<file path="src/fla_pkg.sv">
package fla_pkg;

    localparam int EXP_WIDTH      = 8;
    localparam int FRAC_WIDTH     = 23;
    localparam int MAX_INPUT_MSB  = 15;
    localparam int ACC_LSB_WEIGHT = -32;
    localparam int ACC_MSB_WEIGHT = 31;

    localparam int SUM_W = 64;
    localparam int CHUNK_W = 16;
    localparam int N_CHUNKS = SUM_W / CHUNK_W;

    typedef enum logic [1:0] {
        EXC_ZERO   = 2'd0,
        EXC_NORMAL = 2'd1,
        EXC_INF    = 2'd2,
        EXC_NAN    = 2'd3
    } exc_code_t;

    // per-item control travelling with the addend from the align register
    typedef struct packed {
        logic fresh;
        logic neg;
        logic ovf;
        logic unf;
    } item_ctl_t;

endpackage

</file>
<file path="src/fla_align.sv">
module fla_align #(
    parameter int EXP_WIDTH      = fla_pkg::EXP_WIDTH,
    parameter int FRAC_WIDTH     = fla_pkg::FRAC_WIDTH,
    parameter int MAX_INPUT_MSB  = fla_pkg::MAX_INPUT_MSB,
    parameter int ACC_LSB_WEIGHT = fla_pkg::ACC_LSB_WEIGHT,
    parameter int ACC_MSB_WEIGHT = fla_pkg::ACC_MSB_WEIGHT
) (
    input  logic                         aclk,
    input  logic                         aresetn,
    input  logic                         en,
    input  logic                         in_valid,
    input  logic [1:0]                   exception_code,
    input  logic                         sign,
    input  logic [7:0]                   exponent,
    input  logic [22:0]                  fraction,
    input  logic                         new_set,
    output logic                         out_valid,
    output logic [fla_pkg::SUM_W-1:0]    addend,
    output fla_pkg::item_ctl_t           ctl
);
    localparam int AW_RAW = ACC_MSB_WEIGHT - ACC_LSB_WEIGHT + 1;
    localparam int AW = (AW_RAW < 1) ? 1 : ((AW_RAW > 64) ? 64 : AW_RAW);
    localparam int BIAS = (1 << (EXP_WIDTH - 1)) - 1;
    localparam int MW = FRAC_WIDTH + 1 + 64;
    localparam int SHW = 10;

    logic                       valid_reg;
    logic [fla_pkg::SUM_W-1:0]  addend_reg;
    fla_pkg::item_ctl_t         ctl_reg;

    logic [EXP_WIDTH-1:0]       e;
    logic [FRAC_WIDTH-1:0]      f;
    logic signed [SHW+6:0]      keep;
    logic [MW-1:0]              mant_ext;
    logic [MW-1:0]              shifted;
    logic [63:0]                mag;
    logic [63:0]                wmask;
    logic                       big;
    logic                       tiny;
    logic                       normal;

    always_comb begin
        e = exponent[EXP_WIDTH-1:0];
        f = fraction[FRAC_WIDTH-1:0];
        keep = $signed({{(SHW+7-EXP_WIDTH){1'b0}}, e})
            - (SHW+7)'(BIAS + ACC_LSB_WEIGHT);
        big = $signed({{(SHW+7-EXP_WIDTH){1'b0}}, e}) > (SHW+7)'(MAX_INPUT_MSB + BIAS);
        tiny = keep < 0;
        normal = exception_code == fla_pkg::EXC_NORMAL;
        // mantissa sits with its lsb at bit position keep-FRAC_WIDTH of a
        // window whose low FRAC_WIDTH bits hold the truncated part
        mant_ext = {{(MW-FRAC_WIDTH-1){1'b0}}, 1'b1, f};
        if (tiny || keep > 64 + FRAC_WIDTH) begin
            shifted = '0;
        end else begin
            shifted = mant_ext << keep[SHW-1:0];
        end
        wmask = (AW >= 64) ? {64{1'b1}} : ((64'd1 << AW) - 64'd1);
        mag = shifted[FRAC_WIDTH +: 64] & wmask;
        if (!normal || big || tiny) begin
            mag = '0;
        end
    end

    always_ff @(posedge aclk) begin
        if (!aresetn) begin
            valid_reg <= 1'b0;
        end else if (en) begin
            valid_reg <= in_valid;
        end
        if (en) begin
            addend_reg    <= sign ? ((64'd0 - mag) & wmask) : mag;
            ctl_reg.fresh <= new_set;
            ctl_reg.neg   <= sign;
            ctl_reg.ovf   <= exception_code[1] || (normal && big);
            ctl_reg.unf   <= (exception_code == fla_pkg::EXC_ZERO)
                             || (normal && !big && tiny);
        end
    end

    assign out_valid = valid_reg;
    assign addend    = addend_reg;
    assign ctl       = ctl_reg;
endmodule

</file>
<file path="src/fla_cell.sv">
module fla_cell (
    input  logic                           aclk,
    input  logic                           en,
    input  logic                           fresh,
    input  logic [fla_pkg::CHUNK_W-1:0]    a,
    input  logic                           cin,
    output logic [fla_pkg::CHUNK_W-1:0]    s,
    output logic                           cout
);
    // one chunk of the accumulator; local chunk state plus carry to the next cell
    logic [fla_pkg::CHUNK_W-1:0] acc_reg;
    logic [fla_pkg::CHUNK_W:0]   sum;

    always_comb begin
        sum = {1'b0, (fresh ? {fla_pkg::CHUNK_W{1'b0}} : acc_reg)} + {1'b0, a}
            + {{fla_pkg::CHUNK_W{1'b0}}, cin};
    end

    always_ff @(posedge aclk) begin
        if (en) begin
            acc_reg <= sum[fla_pkg::CHUNK_W-1:0];
        end
    end

    assign s    = sum[fla_pkg::CHUNK_W-1:0];
    assign cout = sum[fla_pkg::CHUNK_W];
endmodule

</file>
<file path="src/fp_long_accumulator.sv">
// Channel   Dir  tdata (lsb up)                              tuser
// s_axis    in   exception_code, sign, exponent, fraction    new_set
// m_axis    out  sum                                         input_overflow, input_underflow,
//                                                             sum_overflow
// One transaction per cycle unless stalled; the align register loads when an item is accepted,
// and the result register loads from it when the pipeline next advances.
// Accumulator add is a row of four 16-bit cells; the carry chain is the critical path.
// Synchronous active-low reset clears sticky flags and valids; the next item starts afresh.
// The whole pipeline advances only when the output register is free or being taken.
module fp_long_accumulator #(
    parameter int EXP_WIDTH      = fla_pkg::EXP_WIDTH,
    parameter int FRAC_WIDTH     = fla_pkg::FRAC_WIDTH,
    parameter int MAX_INPUT_MSB  = fla_pkg::MAX_INPUT_MSB,
    parameter int ACC_LSB_WEIGHT = fla_pkg::ACC_LSB_WEIGHT,
    parameter int ACC_MSB_WEIGHT = fla_pkg::ACC_MSB_WEIGHT
) (
    input  logic        aclk,
    input  logic        aresetn,
    input  logic        s_axis_tvalid,
    output logic        s_axis_tready,
    input  logic [39:0] s_axis_tdata,  // exception_code[1:0], sign, exponent[7:0], fraction[22:0]
    input  logic        s_axis_tuser,  // new_set
    output logic        m_axis_tvalid,
    input  logic        m_axis_tready,
    output logic [63:0] m_axis_tdata,  // sum
    output logic [2:0]  m_axis_tuser   // input_overflow, input_underflow, sum_overflow
);
    localparam int AW_RAW = ACC_MSB_WEIGHT - ACC_LSB_WEIGHT + 1;
    localparam int AW = (AW_RAW < 1) ? 1 : ((AW_RAW > 64) ? 64 : AW_RAW);
    localparam int CW = fla_pkg::CHUNK_W;
    localparam int NC = fla_pkg::N_CHUNKS;

    logic                en;
    logic                a_valid;
    logic [63:0]         addend;
    fla_pkg::item_ctl_t  ctl;
    logic [NC:0]         carry;
    logic [63:0]         raw;
    logic [63:0]         wmask;
    logic [63:0]         res;
    logic [63:0]         old;
    logic [63:0]         sext;
    logic                top_o, top_a, top_r;

    logic                out_valid_reg;
    logic [63:0]         sum_reg;
    logic                ovf_reg, unf_reg, sovf_reg;
    logic                ovf_next, unf_next, sovf_next;
    logic [63:0]         acc_shadow_reg;
    logic                aresetn_q;

    assign en = !m_axis_tvalid || m_axis_tready;
    assign s_axis_tready = en;

    fla_align #(
        .EXP_WIDTH(EXP_WIDTH), .FRAC_WIDTH(FRAC_WIDTH), .MAX_INPUT_MSB(MAX_INPUT_MSB),
        .ACC_LSB_WEIGHT(ACC_LSB_WEIGHT), .ACC_MSB_WEIGHT(ACC_MSB_WEIGHT)
    ) u_align (
        .aclk(aclk), .aresetn(aresetn), .en(en),
        .in_valid(s_axis_tvalid),
        .exception_code(s_axis_tdata[1:0]),
        .sign(s_axis_tdata[2]),
        .exponent(s_axis_tdata[10:3]),
        .fraction(s_axis_tdata[33:11]),
        .new_set(s_axis_tuser),
        .out_valid(a_valid), .addend(addend), .ctl(ctl)
    );

    assign carry[0] = 1'b0;
    for (genvar i = 0; i < NC; i++) begin : g_cell
        fla_cell u_cell (
            .aclk(aclk), .en(en && a_valid), .fresh(ctl.fresh || !aresetn_q),
            .a(addend[i*CW +: CW]), .cin(carry[i]),
            .s(raw[i*CW +: CW]), .cout(carry[i+1])
        );
    end

    // cells power up unknown; first item after reset behaves as fresh
    always_ff @(posedge aclk) begin
        if (!aresetn) begin
            aresetn_q <= 1'b0;
        end else if (en && a_valid) begin
            aresetn_q <= 1'b1;
        end
    end

    always_comb begin
        wmask = (AW >= 64) ? {64{1'b1}} : ((64'd1 << AW) - 64'd1);
        old   = (ctl.fresh || !aresetn_q) ? 64'd0 : (acc_shadow_reg & wmask);
        res   = raw & wmask;
        top_o = old[AW-1];
        top_a = addend[AW-1];
        top_r = res[AW-1];
        sext  = res;
        if (AW < 64 && top_r) begin
            sext = res | ~wmask;
        end
        ovf_next  = ovf_reg || ctl.ovf;
        unf_next  = unf_reg || ctl.unf;
        sovf_next = sovf_reg || ((top_o == top_a) && (top_r != top_o));
    end

    always_ff @(posedge aclk) begin
        if (!aresetn) begin
            out_valid_reg <= 1'b0;
            ovf_reg       <= 1'b0;
            unf_reg       <= 1'b0;
            sovf_reg      <= 1'b0;
        end else if (en) begin
            out_valid_reg <= a_valid;
            if (a_valid) begin
                ovf_reg  <= ovf_next;
                unf_reg  <= unf_next;
                sovf_reg <= sovf_next;
            end
        end
        if (en && a_valid) begin
            sum_reg        <= sext;
            acc_shadow_reg <= res;
        end
    end

    assign m_axis_tvalid = out_valid_reg;
    assign m_axis_tdata  = sum_reg;
    assign m_axis_tuser  = {sovf_reg, unf_reg, ovf_reg};

`ifndef ASSERT_OFF
    a_hold: assert property (@(posedge aclk) disable iff (!aresetn)
        m_axis_tvalid && !m_axis_tready |=> $stable(m_axis_tdata))
        else $error("result changed under stall");
    a_sticky_ovf: assert property (@(posedge aclk) disable iff (!aresetn)
        m_axis_tuser[0] |=> m_axis_tuser[0])
        else $error("input overflow flag dropped");
    a_sticky_sovf: assert property (@(posedge aclk) disable iff (!aresetn)
        m_axis_tuser[2] |=> m_axis_tuser[2])
        else $error("sum overflow flag dropped");
    a_ready: assert property (@(posedge aclk) disable iff (!aresetn)
        !m_axis_tvalid |-> s_axis_tready)
        else $error("input stalled with empty output");
`endif
endmodule

</file>
<file path="config.mk">
export PLATFORM = sky130hd
export DESIGN_NAME = fp_long_accumulator
export DESIGN_NICKNAME = d
export VERILOG_FILES = /design/src/fla_pkg.sv /design/src/fla_align.sv /design/src/fla_cell.sv /design/src/fp_long_accumulator.sv
export SDC_FILE = /design/constraint.sdc
export NUM_CORES = 1
export LEC_CHECK = 0
export BUFFER_PORTS_ARGS = -buffer_cell sky130_fd_sc_hd__buf_2
export CAP_MARGIN = 40
export CORE_MARGIN = 1.5
export CORE_UTILIZATION = 45
export CTS_BUF_LIST = sky130_fd_sc_hd__clkbuf_8
export DETAILED_ROUTE_END_ITERATION = 6
export GPL_TIMING_DRIVEN = 0
export MAX_ROUTING_LAYER = met4
export SYNTH_ARGS = -nofsm -noshare
export SYNTH_HDL_FRONTEND = slang
export SYNTH_HIERARCHICAL = 1
export SYNTH_SLANG_ARGS = --single-unit
</file>
<file path="constraint.sdc">
create_clock -name aclk -period 9.1 [get_ports aclk]
set_clock_uncertainty 0.1 [all_clocks]
set_input_delay 0.455 -clock aclk [delete_from_list [all_inputs] [get_ports aclk]]
set_output_delay 0.455 -clock aclk [all_outputs]
set_load 0.05 [all_outputs]
</file>
==> results.cfg <==
[routing]
routed_wirelength_um = 47870
first_iter_violations = 912
drc = 0
first_pass_iters = 7
detail_route.wl_per_cell_um = 23.33
vias_per_cell = 6.144
detailroute.via_count = 12610
drt.antenna.violating_nets = 0

[timing]
hold_viol = 0
min_period_over_period = 0.9557
tightestPinTransition_ns = 0.9390
maximum_clock_rate_ghz = 0.1150
setup_slack_ns = 0.4028
layout_min_cycle_time_ns = 8.697
final_worst_hold_slack_ns = 0.08069
final-setup-viol-count = 0
finalMaxSlewViolations = 0
rsz0062_at_grt = false
fin_setup_tns_ns = 0
worst_max_slew_margin_expressed_relative_to_the_limit = 0.3561

[global_routing]
globalRoute.totalOverflow = 0
grt_max_degree = 72
antenna_violations_before_repair = 0
track_usage = 0.2924
grt_first_pass_wirelength_um = 72180
grt_pass1_vias = 12110

[logic_synthesis]
postSynthAreaPerCell_um2 = 9.963
yosysWarningCount = 6
mappedNetlistArea_mm2 = 0.01458
syn_nets = 1579
synthesis.instances = 1463

[final_layout]
design.final.nets = 1740
drive_above_1_share = 0.1630
final-seq-area_mm2 = 0.005976
finish.instance_area_mm2 = 0.01645
multiInputGateArea_mm2 = 0.008077
area.growth.synth_to_final_pct = 12.88
number_of_antenna_cells_inserted = 0
fillers = 3000
mostFrequentLayoutCell = sky130_fd_sc_hd__edfxtp_1
leading_cell_types_in_the_layout_fill_and_taps_excluded = sky130_fd_sc_hd__edfxtp_1 (195), sky130_fd_sc_hd__buf_2 (138), sky130_fd_sc_hd__nand2_1 (127)

[power_and_ir_drop]
seq_power_share = 0.433
static-leakage-power_nw = 6.742
combPwrFrac = 0.261
p_switching_mw = 0.8766
p_clk_frac = 0.306
power_report.internal_total_mw = 1.737
vdd.ir_drop.worst_v = 0.0001511
total_power_mw = 2.613
power_density_mw_per_mm2 = 158.8
netSwitchingFraction = 0.3355

[placed_design]
placed_cell_area_mm2 = 0.01572
dp_slack_ns = -0.1883
port_buffers = 105
place.gp.congestion = 1.029
place_hpwl_um = 36410

[clocking]
cts.sink_count = 201
clock_latency_ns = 0.57
cts_buffers = 37
ctsRootBufferMaster = sky130_fd_sc_hd__clkbuf_8
clock_tree_from_tritoncts = done
clock_tree.htree_level_count = 2
worst_setup_hold_path_clk_slew_ns = 0.06
cts_buffer_depth = 3

[floorplanning]
placeableCoreArea_mm2 = 0.03172
die_h_um = 183.0
die_width_um = 183.0
core.rowCount = 65
die_area_mm2 = 0.03348
initial_utilization = 0.4596
design.portCount = 114

[setup_path]
critical_path.startpoint_type = register
slowest_stage_delay_cp_ns = 0.51
most_common_cell_on_crit_path = sky130_fd_sc_hd__fa_1
cell_with_the_largest_stage_delay_on_the_worst_path = sky130_fd_sc_hd__edfxtp_1
worstPathArrival_ns = 8.89
criticalPathCategory = register to register
path_max_fanout = 11
worstSetupEndpointType = register
critPathRequiredTime_ns = 9.29

[job]
max-cap-violations = 0

[status]
run_status = finished, final reports clean

[worst_hold_path]
hold_path.class = input pin to register
==> stage by stage <==
stage | cells | utilization
floorplan | 1463 | -
global placement | 1970 | 0.4920
detailed placement | 1981 | 0.4956
CTS | 2047 | 0.5174
global route | 2052 | 0.5187
finish | 2052 | 0.5187
==> routing by layer <==
metal	part of all wire	GRT usage	wire [µm]
met5	0	-	0
met4	0.038	0.1141	1835
met3	0.062	0.04428	2947
met2	0.44	0.4412	21060
met1	0.46	0.3967	22030
==> final timing paths <==
path / from / end / slack, ns / cells past startpoint
worst max register to register: u_align/ctl[3]$_DFFE_PP_ / g_cell[3].u_cell/acc_reg[14]$_DFFE_PP_ / 0.40 / 34
worst min-delay path: s_axis_tvalid / u_align/out_valid$_SDFFE_PN0P_ / 0.08 / 3
worst max-delay path: u_align/ctl[3]$_DFFE_PP_ / g_cell[3].u_cell/acc_reg[14]$_DFFE_PP_ / 0.40 / 34
worst min register to register: sovf_reg$_SDFFE_PN0P_ / sovf_reg$_SDFFE_PN0P_ / 0.36 / 2
==> power by group through the flow <==
stage | clock network [mW] | registers, mW | logic, mW
after global routing | 0.864 | 1.14 | 0.725
final | 0.798 | 1.13 | 0.683
after floorplan | 0 | 1.21 | 0.387
after detailed placement | 0 | 1.15 | 0.663
after global placement | 0 | 1.15 | 0.655
after CTS | 0.829 | 1.13 | 0.665
==> area by class of cell <==
| cell class | instances | share of cell area |
|---|---|---|
| Buffer | 80 | 0.02433 |
| Clock buffer | 39 | 0.03262 |
| Clock inverter | 26 | 0.008441 |
| Inverter | 37 | 0.008441 |
| Multi-Input combinational cell | 1145 | 0.4909 |
| Sequential cell | 201 | 0.3632 |
| Tap cell | 402 | 0.03057 |
| Timing Repair Buffer | 122 | 0.04152 |
==> critical path: cells and delay by family (launching register included) <==
kind	cells	cell delay, ns
flops	1	0.51
buf+inv	7	0.56
compound gates	15	4.03
fa+ha+maj	8	2.38
xor+xnor	1	0.13
simple gates	3	0.69
==> repair_timing <==
action / in CTS / in global routing
endpoints found under the setup margin: 6 / 8
gates resized for setup: 1 / 0
gates cloned: 0 / 1
hold buffers: 1 / 0
buffers inserted: 0 / 5
endpoints found under the hold margin: 1 / 0
No activity file was read; power rests on OpenSTA's default activity.
